`config.mk`:
```
export PLATFORM = sky130hd
export DESIGN_NAME = quadrature_encoder_decoder_flat
export DESIGN_NICKNAME = d
export VERILOG_FILES = /design/src/rtl/qed_pkg.sv /design/src/rtl/qed_if.sv /design/src/rtl/quadrature_encoder_decoder.sv /design/src/rtl/qed_phase_fsm.sv /design/src/rtl/qed_divider.sv /design/src/flat_wrapper.sv
export SDC_FILE = /design/constraint.sdc
export NUM_CORES = 1
export LEC_CHECK = 0
export BUFFER_PORTS_ARGS = -buffer_cell sky130_fd_sc_hd__clkbuf_2
export CAP_MARGIN = 0
export CORE_MARGIN = 2
export CORE_UTILIZATION = 53
export DETAILED_ROUTE_END_ITERATION = 8
export PLACE_DENSITY = 0.76
export SYNTH_ARGS = -nofsm -noshare
export SYNTH_HDL_FRONTEND = slang
export SYNTH_SLANG_ARGS = --single-unit
```
`constraint.sdc`:
```
create_clock -name clk -period 5.39 [get_ports clk]
set_clock_uncertainty 0.2 [all_clocks]
set_input_delay 1.078 -clock clk [delete_from_list [all_inputs] [get_ports clk]]
set_output_delay 1.078 -clock clk [all_outputs]
set_load 0.01 [all_outputs]
```
`src/rtl/qed_pkg.sv`:
```
// Shared types and constants of the quadrature encoder decoder.
package qed_pkg;

    localparam int unsigned DATA_W = 32;

    localparam logic [DATA_W-1:0] MOD_ALL_ONES  = {DATA_W{1'b1}};
    localparam logic [DATA_W-1:0] MOD_RESET     = DATA_W'(10);

    localparam logic OP_STEP = 1'b0;
    localparam logic OP_LOAD = 1'b1;

    localparam logic signed [1:0] DET_NONE = 2'sb00;
    localparam logic signed [1:0] DET_CW   = 2'sb01;
    localparam logic signed [1:0] DET_CCW  = 2'sb11;

    typedef enum logic [2:0] {
        PH_IDLE     = 3'd0,
        PH_CCW_ST   = 3'd1,
        PH_CCW_RUN  = 3'd2,
        PH_CCW_WAIT = 3'd3,
        PH_CW_ST    = 3'd4,
        PH_CW_RUN   = 3'd5,
        PH_CW_WAIT  = 3'd6
    } phase_t;

    typedef struct packed {
        phase_t             phase;
        logic signed [1:0]  detent;
    } fsm_result_t;

    typedef struct packed {
        logic busy;
        logic done;
    } div_status_t;

endpackage

```
`src/rtl/qed_if.sv`:
```
// Valid/ready channel interfaces: samples in, results out, modulus writes.
interface qed_in_if;
    logic                valid;
    logic                ready;
    logic                operation;
    logic                pin_a;
    logic                pin_b;
    logic signed [31:0]  load_value;

    modport source (output valid, operation, pin_a, pin_b, load_value, input ready);
    modport sink   (input valid, operation, pin_a, pin_b, load_value, output ready);
endinterface

interface qed_out_if;
    logic                valid;
    logic                ready;
    logic signed [31:0]  total_steps;
    logic        [31:0]  wrapped_steps;
    logic signed [1:0]   detent_event;
    logic        [2:0]   phase;

    modport source (output valid, total_steps, wrapped_steps, detent_event, phase,
                    input ready);
    modport sink   (input valid, total_steps, wrapped_steps, detent_event, phase,
                    output ready);
endinterface

interface qed_cfg_if;
    logic         valid;
    logic         ready;
    logic [31:0]  data;

    modport source (output valid, data, input ready);
    modport sink   (input valid, data, output ready);
endinterface

```
`src/rtl/quadrature_encoder_decoder.sv`:
```
// Top level of the quadrature encoder decoder with detent counting.
//
//  channel  | dir | payload                                            | handshake
//  ---------+-----+----------------------------------------------------+-----------
//  in_ch    | in  | operation, pin_a, pin_b, load_value                | valid/ready
//  out_ch   | out | total_steps, wrapped_steps, detent_event, phase    | valid/ready
//  cfg      | in  | data (modulus)                                     | valid/ready
//
//  Each input transaction goes through these steps from acceptance to its result
//  being offered: the accepting edge updates the phase and count and loads the shared
//  remainder unit, which works one dividend bit a cycle; the sequencer then retires
//  the remainder and loads the output register once it is free. in_ch.ready is high
//  only while the sequencer is idle, so no input is taken while the sequencer holds one.
//  A result waiting in the output register does not block the next input;
//  a new result waits in the sequencer until the output register is free.
//  Reset clears the phase to idle, the count to zero and the modulus to 10;
//  cfg.ready is always high.
module quadrature_encoder_decoder (
    input  logic        clk,
    input  logic        rst_n,
    qed_in_if.sink      in_ch,
    qed_out_if.source   out_ch,
    qed_cfg_if.sink     cfg
);
    import qed_pkg::*;

    typedef enum logic [1:0] {
        S_IDLE,
        S_DIV,
        S_HOLD
    } seq_state_t;

    seq_state_t          state_reg;
    phase_t              phase_reg;
    logic [DATA_W-1:0]   count_reg;
    logic [DATA_W-1:0]   modulus_reg;
    logic signed [1:0]   detent_reg;

    logic                out_valid_reg;
    logic [DATA_W-1:0]   out_total_reg;
    logic [DATA_W-1:0]   out_wrapped_reg;
    logic signed [1:0]   out_detent_reg;
    phase_t              out_phase_reg;

    fsm_result_t         fsm_res;
    div_status_t         div_stat;
    logic [DATA_W-1:0]   div_rem;
    logic [DATA_W-1:0]   count_next;
    logic [DATA_W-1:0]   eff_modulus;
    logic                in_accept;
    logic                out_free;

    assign in_accept = in_ch.valid && in_ch.ready;
    assign out_free  = !out_valid_reg || out_ch.ready;

    // A zero modulus selects the all-ones divisor.
    assign eff_modulus = (modulus_reg == '0) ? MOD_ALL_ONES : modulus_reg;

    qed_phase_fsm u_fsm (
        .operation (in_ch.operation),
        .a_low     (!in_ch.pin_a),
        .b_low     (!in_ch.pin_b),
        .phase_cur (phase_reg),
        .result    (fsm_res)
    );

    // Load replaces the count; a step adds the sign-extended detent (wraps).
    assign count_next = (in_ch.operation == OP_LOAD)
                      ? DATA_W'(in_ch.load_value)
                      : count_reg + {{(DATA_W-2){fsm_res.detent[1]}}, fsm_res.detent};

    qed_divider u_div (
        .clk       (clk),
        .rst_n     (rst_n),
        .start     (in_accept),
        .dividend  (count_next),
        .divisor   (eff_modulus),
        .status    (div_stat),
        .remainder (div_rem)
    );

    // Sequencer, architectural state and output register.
    always_ff @(posedge clk or negedge rst_n)
    begin
        if (!rst_n)
        begin
            state_reg     <= S_IDLE;
            phase_reg     <= PH_IDLE;
            count_reg     <= '0;
            modulus_reg   <= MOD_RESET;
            detent_reg    <= DET_NONE;
            out_valid_reg <= 1'b0;
        end
        else
        begin
            if (cfg.valid && cfg.ready)
            begin
                modulus_reg <= cfg.data;
            end
            // Drop the result once the sink takes it, unless a new one replaces it.
            if (out_valid_reg && out_ch.ready && state_reg != S_HOLD)
            begin
                out_valid_reg <= 1'b0;
            end
            case (state_reg)
                S_IDLE:
                begin
                    if (in_accept)
                    begin
                        count_reg  <= count_next;
                        phase_reg  <= fsm_res.phase;
                        detent_reg <= fsm_res.detent;
                        state_reg  <= S_DIV;
                    end
                end
                S_DIV:
                begin
                    if (div_stat.done)
                    begin
                        state_reg <= S_HOLD;
                    end
                end
                S_HOLD:
                begin
                    // Hold the finished result until the output register frees up.
                    if (out_free)
                    begin
                        out_valid_reg <= 1'b1;
                        state_reg     <= S_IDLE;
                    end
                end
                default:
                begin
                    state_reg <= S_IDLE;
                end
            endcase
        end
    end

    // Output payload, loaded together with the valid flag.
    always_ff @(posedge clk)
    begin
        if (state_reg == S_HOLD && out_free)
        begin
            out_total_reg   <= count_reg;
            out_wrapped_reg <= div_rem;
            out_detent_reg  <= detent_reg;
            out_phase_reg   <= phase_reg;
        end
    end

    assign in_ch.ready          = (state_reg == S_IDLE);
    assign cfg.ready            = 1'b1;
    assign out_ch.valid         = out_valid_reg;
    assign out_ch.total_steps   = out_total_reg;
    assign out_ch.wrapped_steps = out_wrapped_reg;
    assign out_ch.detent_event  = out_detent_reg;
    assign out_ch.phase         = out_phase_reg;

endmodule

```
`src/rtl/qed_phase_fsm.sv`:
```
// Next-phase and detent decision of the detent tracking machine.
module qed_phase_fsm (
    input  logic                 operation,
    input  logic                 a_low,
    input  logic                 b_low,
    input  qed_pkg::phase_t      phase_cur,
    output qed_pkg::fsm_result_t result
);
    import qed_pkg::*;

    always_comb
    begin
        result.phase  = phase_cur;
        result.detent = DET_NONE;
        if (operation == OP_STEP)
        begin
            case (phase_cur)
                PH_CCW_ST:
                begin
                    if (b_low)       result.phase = PH_CCW_RUN;
                    else if (!a_low) result.phase = PH_IDLE;
                end
                PH_CCW_RUN:
                begin
                    if (!a_low)      result.phase = PH_CCW_WAIT;
                    else if (!b_low) result.phase = PH_CCW_ST;
                end
                PH_CCW_WAIT:
                begin
                    if (!b_low)
                    begin
                        result.phase  = PH_IDLE;
                        result.detent = DET_CCW;
                    end
                    else if (a_low)  result.phase = PH_CCW_RUN;
                end
                PH_CW_ST:
                begin
                    if (a_low)       result.phase = PH_CW_RUN;
                    else if (!b_low) result.phase = PH_IDLE;
                end
                PH_CW_RUN:
                begin
                    if (!b_low)      result.phase = PH_CW_WAIT;
                    else if (!a_low) result.phase = PH_CW_ST;
                end
                PH_CW_WAIT:
                begin
                    if (!a_low)
                    begin
                        result.phase  = PH_IDLE;
                        result.detent = DET_CW;
                    end
                    else if (b_low)  result.phase = PH_CW_RUN;
                end
                default:
                begin
                    // idle, and the unreachable code treated as idle
                    if (a_low)       result.phase = PH_CCW_ST;
                    else if (b_low)  result.phase = PH_CW_ST;
                    else             result.phase = PH_IDLE;
                end
            endcase
        end
    end

endmodule

```
`src/rtl/qed_divider.sv`:
```
// Radix-2 restoring remainder unit, one dividend bit per cycle.
module qed_divider (
    input  logic                          clk,
    input  logic                          rst_n,
    input  logic                          start,
    input  logic [qed_pkg::DATA_W-1:0]    dividend,
    input  logic [qed_pkg::DATA_W-1:0]    divisor,
    output qed_pkg::div_status_t          status,
    output logic [qed_pkg::DATA_W-1:0]    remainder
);
    import qed_pkg::*;

    localparam int unsigned CNT_W = $clog2(DATA_W);
    localparam logic [CNT_W-1:0] CNT_LAST = CNT_W'(DATA_W - 1);

    logic                busy_reg, busy_next;
    logic                done_reg, done_next;
    logic [CNT_W-1:0]    cnt_reg, cnt_next;
    logic [DATA_W-1:0]   dvd_reg, dvd_next;
    logic [DATA_W-1:0]   dsr_reg, dsr_next;
    logic [DATA_W-1:0]   rem_reg, rem_next;

    logic [DATA_W:0]     trial;
    logic [DATA_W:0]     diff;
    logic                fits;

    // Shift the next dividend bit into the partial remainder, subtract if it fits.
    assign trial = {rem_reg, dvd_reg[DATA_W-1]};
    assign diff  = trial - {1'b0, dsr_reg};
    assign fits  = (trial >= {1'b0, dsr_reg});

    always_comb
    begin
        busy_next = busy_reg;
        done_next = 1'b0;
        cnt_next  = cnt_reg;
        dvd_next  = dvd_reg;
        dsr_next  = dsr_reg;
        rem_next  = rem_reg;
        if (start)
        begin
            busy_next = 1'b1;
            cnt_next  = '0;
            dvd_next  = dividend;
            dsr_next  = divisor;
            rem_next  = '0;
        end
        else if (busy_reg)
        begin
            rem_next = fits ? diff[DATA_W-1:0] : trial[DATA_W-1:0];
            dvd_next = {dvd_reg[DATA_W-2:0], 1'b0};
            cnt_next = cnt_reg + CNT_W'(1);
            if (cnt_reg == CNT_LAST)
            begin
                busy_next = 1'b0;
                done_next = 1'b1;
            end
        end
    end

    always_ff @(posedge clk or negedge rst_n)
    begin
        if (!rst_n)
        begin
            busy_reg <= 1'b0;
            done_reg <= 1'b0;
            cnt_reg  <= '0;
        end
        else
        begin
            busy_reg <= busy_next;
            done_reg <= done_next;
            cnt_reg  <= cnt_next;
        end
    end

    always_ff @(posedge clk)
    begin
        dvd_reg <= dvd_next;
        dsr_reg <= dsr_next;
        rem_reg <= rem_next;
    end

    assign status.busy = busy_reg;
    assign status.done = done_reg;
    assign remainder   = rem_reg;

endmodule

```
`src/flat_wrapper.sv`:
```
// flat-port wrapper written by rule: the top's interface ports become plain ports
module quadrature_encoder_decoder_flat import qed_pkg::*;
  (clk, rst_n, in_ch_valid, in_ch_operation, in_ch_pin_a, in_ch_pin_b, in_ch_load_value, in_ch_ready, out_ch_valid, out_ch_total_steps, out_ch_wrapped_steps, out_ch_detent_event, out_ch_phase, out_ch_ready, cfg_valid, cfg_data, cfg_ready);
  qed_in_if in_ch_i ();
  qed_out_if out_ch_i ();
  qed_cfg_if cfg_i ();
  input  logic clk;
  input  logic rst_n;
  input wire logic [$bits(in_ch_i.valid)-1:0] in_ch_valid;
  input wire logic [$bits(in_ch_i.operation)-1:0] in_ch_operation;
  input wire logic [$bits(in_ch_i.pin_a)-1:0] in_ch_pin_a;
  input wire logic [$bits(in_ch_i.pin_b)-1:0] in_ch_pin_b;
  input wire logic [$bits(in_ch_i.load_value)-1:0] in_ch_load_value;
  output wire logic [$bits(in_ch_i.ready)-1:0] in_ch_ready;
  output wire logic [$bits(out_ch_i.valid)-1:0] out_ch_valid;
  output wire logic [$bits(out_ch_i.total_steps)-1:0] out_ch_total_steps;
  output wire logic [$bits(out_ch_i.wrapped_steps)-1:0] out_ch_wrapped_steps;
  output wire logic [$bits(out_ch_i.detent_event)-1:0] out_ch_detent_event;
  output wire logic [$bits(out_ch_i.phase)-1:0] out_ch_phase;
  input wire logic [$bits(out_ch_i.ready)-1:0] out_ch_ready;
  input wire logic [$bits(cfg_i.valid)-1:0] cfg_valid;
  input wire logic [$bits(cfg_i.data)-1:0] cfg_data;
  output wire logic [$bits(cfg_i.ready)-1:0] cfg_ready;
  assign in_ch_i.valid = in_ch_valid;
  assign in_ch_i.operation = in_ch_operation;
  assign in_ch_i.pin_a = in_ch_pin_a;
  assign in_ch_i.pin_b = in_ch_pin_b;
  assign in_ch_i.load_value = in_ch_load_value;
  assign in_ch_ready = in_ch_i.ready;
  assign out_ch_valid = out_ch_i.valid;
  assign out_ch_total_steps = out_ch_i.total_steps;
  assign out_ch_wrapped_steps = out_ch_i.wrapped_steps;
  assign out_ch_detent_event = out_ch_i.detent_event;
  assign out_ch_phase = out_ch_i.phase;
  assign out_ch_i.ready = out_ch_ready;
  assign cfg_i.valid = cfg_valid;
  assign cfg_i.data = cfg_data;
  assign cfg_ready = cfg_i.ready;
  quadrature_encoder_decoder u_core (.clk(clk), .rst_n(rst_n), .in_ch(in_ch_i), .out_ch(out_ch_i), .cfg(cfg_i));
endmodule
```
==> flow_summary.yaml <==
sta:
  worstMarginPinSlew_ns: 0.937
  post-route-period-util_pct: 78.8
  hold_viol: 0
  report.final.slew_viol_count: 0
  max_freq_ghz: 0.235
  finalSetupViolations: 0
  period_minus_slack_ns: 4.25
  max_slew_margin_pct: 37.4
  rsz0062_at_grt: "false"
  setup_tns_ns: 0
pwr:
  power_leakage_nw: 6.52
  total_power_w: 0.00783
  peakVddDrop_mv: 0.365
  power_density_nw_per_um2: 533
synthesis:
  ys_top_cells_by_area: "edfxtp_1 (31%), dfrtp_1 (15%), ha_1 (6.4%), dfxtp_1 (5.0%), a21oi_1 (3.7%)"
  yosys_register_bits: 244
  ys_warn_count: 0
  async_flop_share_pct: 32.4
  synth_seq_area_share_pct: 51.8
  synth_edf_count: 133
  synth_nets: 1313
  postSynthCellCount: 1174
  syn_area_sq_um: 12800
  synthFlopType: "edfxtp_1"
  synth.distinct_cells: 70
  syn_area_per_cell_sq_um: 10.9
  synth_top_area_share_pct: 31.3
  yosys.area.top_type: "edfxtp_1"
detailed_routing:
  routed_wl_um: 30000
  postRouteAntennaNets: 0
  drc: 0
  first_pass_iters: 6
  drtIter0Drc: 664
  vias: 9464
  wl_per_cell_um: 18.2
  avgViaCountPerCell: 5.76
critical_path:
  path_max_fanout: 15
  reg2reg_from: "u_core.phase_reg[1]"
  crit_path_start: "in_ch_operation"
  cp.arrival_ns: 4.34
  cp-end-kind: "register"
  startpoint_type: "input port"
  required_ns: 5.48
  critPathKind: "in -> reg"
cts:
  clock_sinks: 244
  path_clk_slew_ns: 0.06
  cts_tree: "done"
  clockBufferDepth: 3
  cts_resized: 0
  cts_root_buffer: "clkbuf_16"
  postCtsSetupRepairBufs: 0
  clk_latency_ns: 0.53
  cts_buffers: 26
  h-tree-depth: 1
  cts.hold.buffers_added: 0
grt:
  grt_use_total_pct: 23.4
  grt_overflow: 0
  antenna_found_initial: 0
  grt_pass1_vias: 9215
  grt_pass1_wl_um: 48500
  grt_max_degree: 66
worst_hold_path:
  min_from: "u_core.detent_reg[1]"
  hp-class: "reg -> reg"
cells_and_area:
  syn2layout_area_growth_pct: 15.0
  finalNetCount: 1443
  antennaDiodeCount: 0
  drive_gt1_share_pct: 21.5
floorplanning:
  core_area_sq_um: 23500
  die_w_um: 159
  start_util_pct: 54.2
  ios: 144
  rows: 56
  die_y_um: 159
  die-area_sq_um: 25400
place:
  gp_congestion: 0.905
  dp_hpwl_um: 21300
  port_buffers: 142
run:
  maxCapViolCount: 0
outcome:
  status: "completed"
cell usage after synthesis, drive strengths merged (4+ instances only):
library cell / number
a211o: 6
a211oi: 8
a21o: 37
a21oi: 97
a31oi: 8
and3: 14
and4: 4
buf: 12
clkbuf: 41
dfrtp: 77
dfxtp: 32
edfxtp: 133
ha: 65
inv: 45
mux2: 34
mux2i: 37
nand2: 90
nand2b: 11
nand3: 21
nand4: 14
nor2: 73
nor2b: 11
nor3: 14
nor4: 10
o211ai: 12
o21a: 47
o21ai: 75
o21bai: 4
o41ai: 5
or2: 34
xnor2: 34
xor2: 22
area by class of cell:
class	count	area, sq um
Inverter	45	170
Timing Repair Buffer	155	823
Sequential cell	244	6610
Multi-Input combinational cell	832	5780
Clock inverter	13	128
Clock buffer	35	767
Fill cell	1939	8860
Tap cell	319	399
final timing paths:
kind	to	slack, ns	depth (start not counted)
max	u_core.u_div.dvd_reg[26]	1.14	14
max in group asynchronous	u_core.modulus_reg[23]	3.67	2
min in group asynchronous	u_core.count_reg[14]	0.26	1
max reg2reg	u_core.u_div.dvd_reg[26]	1.22	13
min reg2reg	u_core.out_ch.detent_event[1]	0.24	0
min	u_core.out_ch.detent_event[1]	0.24	0
kinds of logic after synthesis:
| logic type | after synthesis | share of synthesized area, % |
|---|---|---|
| adder cells (fa/ha/maj) | 67 | 6.68 |
| flip-flops | 244 | 51.8 |
| AO/OA/AOI/OAI | 333 | 17.0 |
| other | 1 | 0.0294 |
| buffers and inverters | 98 | 3.11 |
| XOR/XNOR | 56 | 3.84 |
| AND/OR/NAND/NOR | 304 | 11.6 |
| multiplexers | 71 | 5.90 |
cells in the final DEF (no fill, tap or decap), types with 8 or more instances in the layout:
cell,count
clkbuf_2,141
edfxtp_1,133
a21oi_1,95
nand2_1,89
dfrtp_1,77
nor2_1,73
o21ai_0,66
ha_1,65
o21a_1,47
inv_1,44
a21o_1,37
mux2i_1,37
xnor2_1,34
or2_2,34
mux2_2,33
dfxtp_1,32
clkbuf_16,28
xor2_1,22
nand3_1,20
and3_1,14
nand4_1,13
nor3_1,13
buf_4,13
o211ai_1,12
nand2b_1,11
nor4_1,10
nor2b_1,9
o21ai_1,8
power breakdown:
part	internal [W]	switching, W
registers	0.00259	0.000394
logic	0.00130	0.00171
clock network	0.00109	0.000734
total	0.00499	0.00284
worst max-delay path: stages:
cell      delay (ns)
clkbuf_2        0.08
nand2b_1        0.20
nor3_4          0.49
buf_12          0.22
ha_1            0.30
a2111o_1        0.43
a221o_1         0.26
o21ai_0         0.09
o21ai_0         0.18
nor3_1          0.41
o21ai_0         0.20
xnor2_1         0.18
o21a_1          0.15
nor2_1          0.05
per-layer routing:
metal,wire length (um),global-route usage (%),up-vias
li1,-,-,4590
met1,14400,35.1,4554
met2,13200,36.0,274
met3,1760,3.57,46
met4,629,5.99,0
met5,0,0,-
through the flow:
stage | hold slack, ns | utilization, % | worst slack [ns] | instance area (sq um) | std cells
2_1_floorplan | 0.223 | - | 0.103 | 12800 | 1174
3_3_place_gp | 0.234 | 58.6 | 0.656 | 13800 | 1595
3_5_place_dp | 0.233 | 58.6 | 0.638 | 13800 | 1595
4_1_cts | 0.246 | 62.4 | 1.18 | 14700 | 1643
5_1_grt | 0.264 | 62.4 | 0.861 | 14700 | 1643
6_report | 0.244 | 62.4 | 1.14 | 14700 | 1643
No activity file was read; power rests on OpenSTA's default activity.
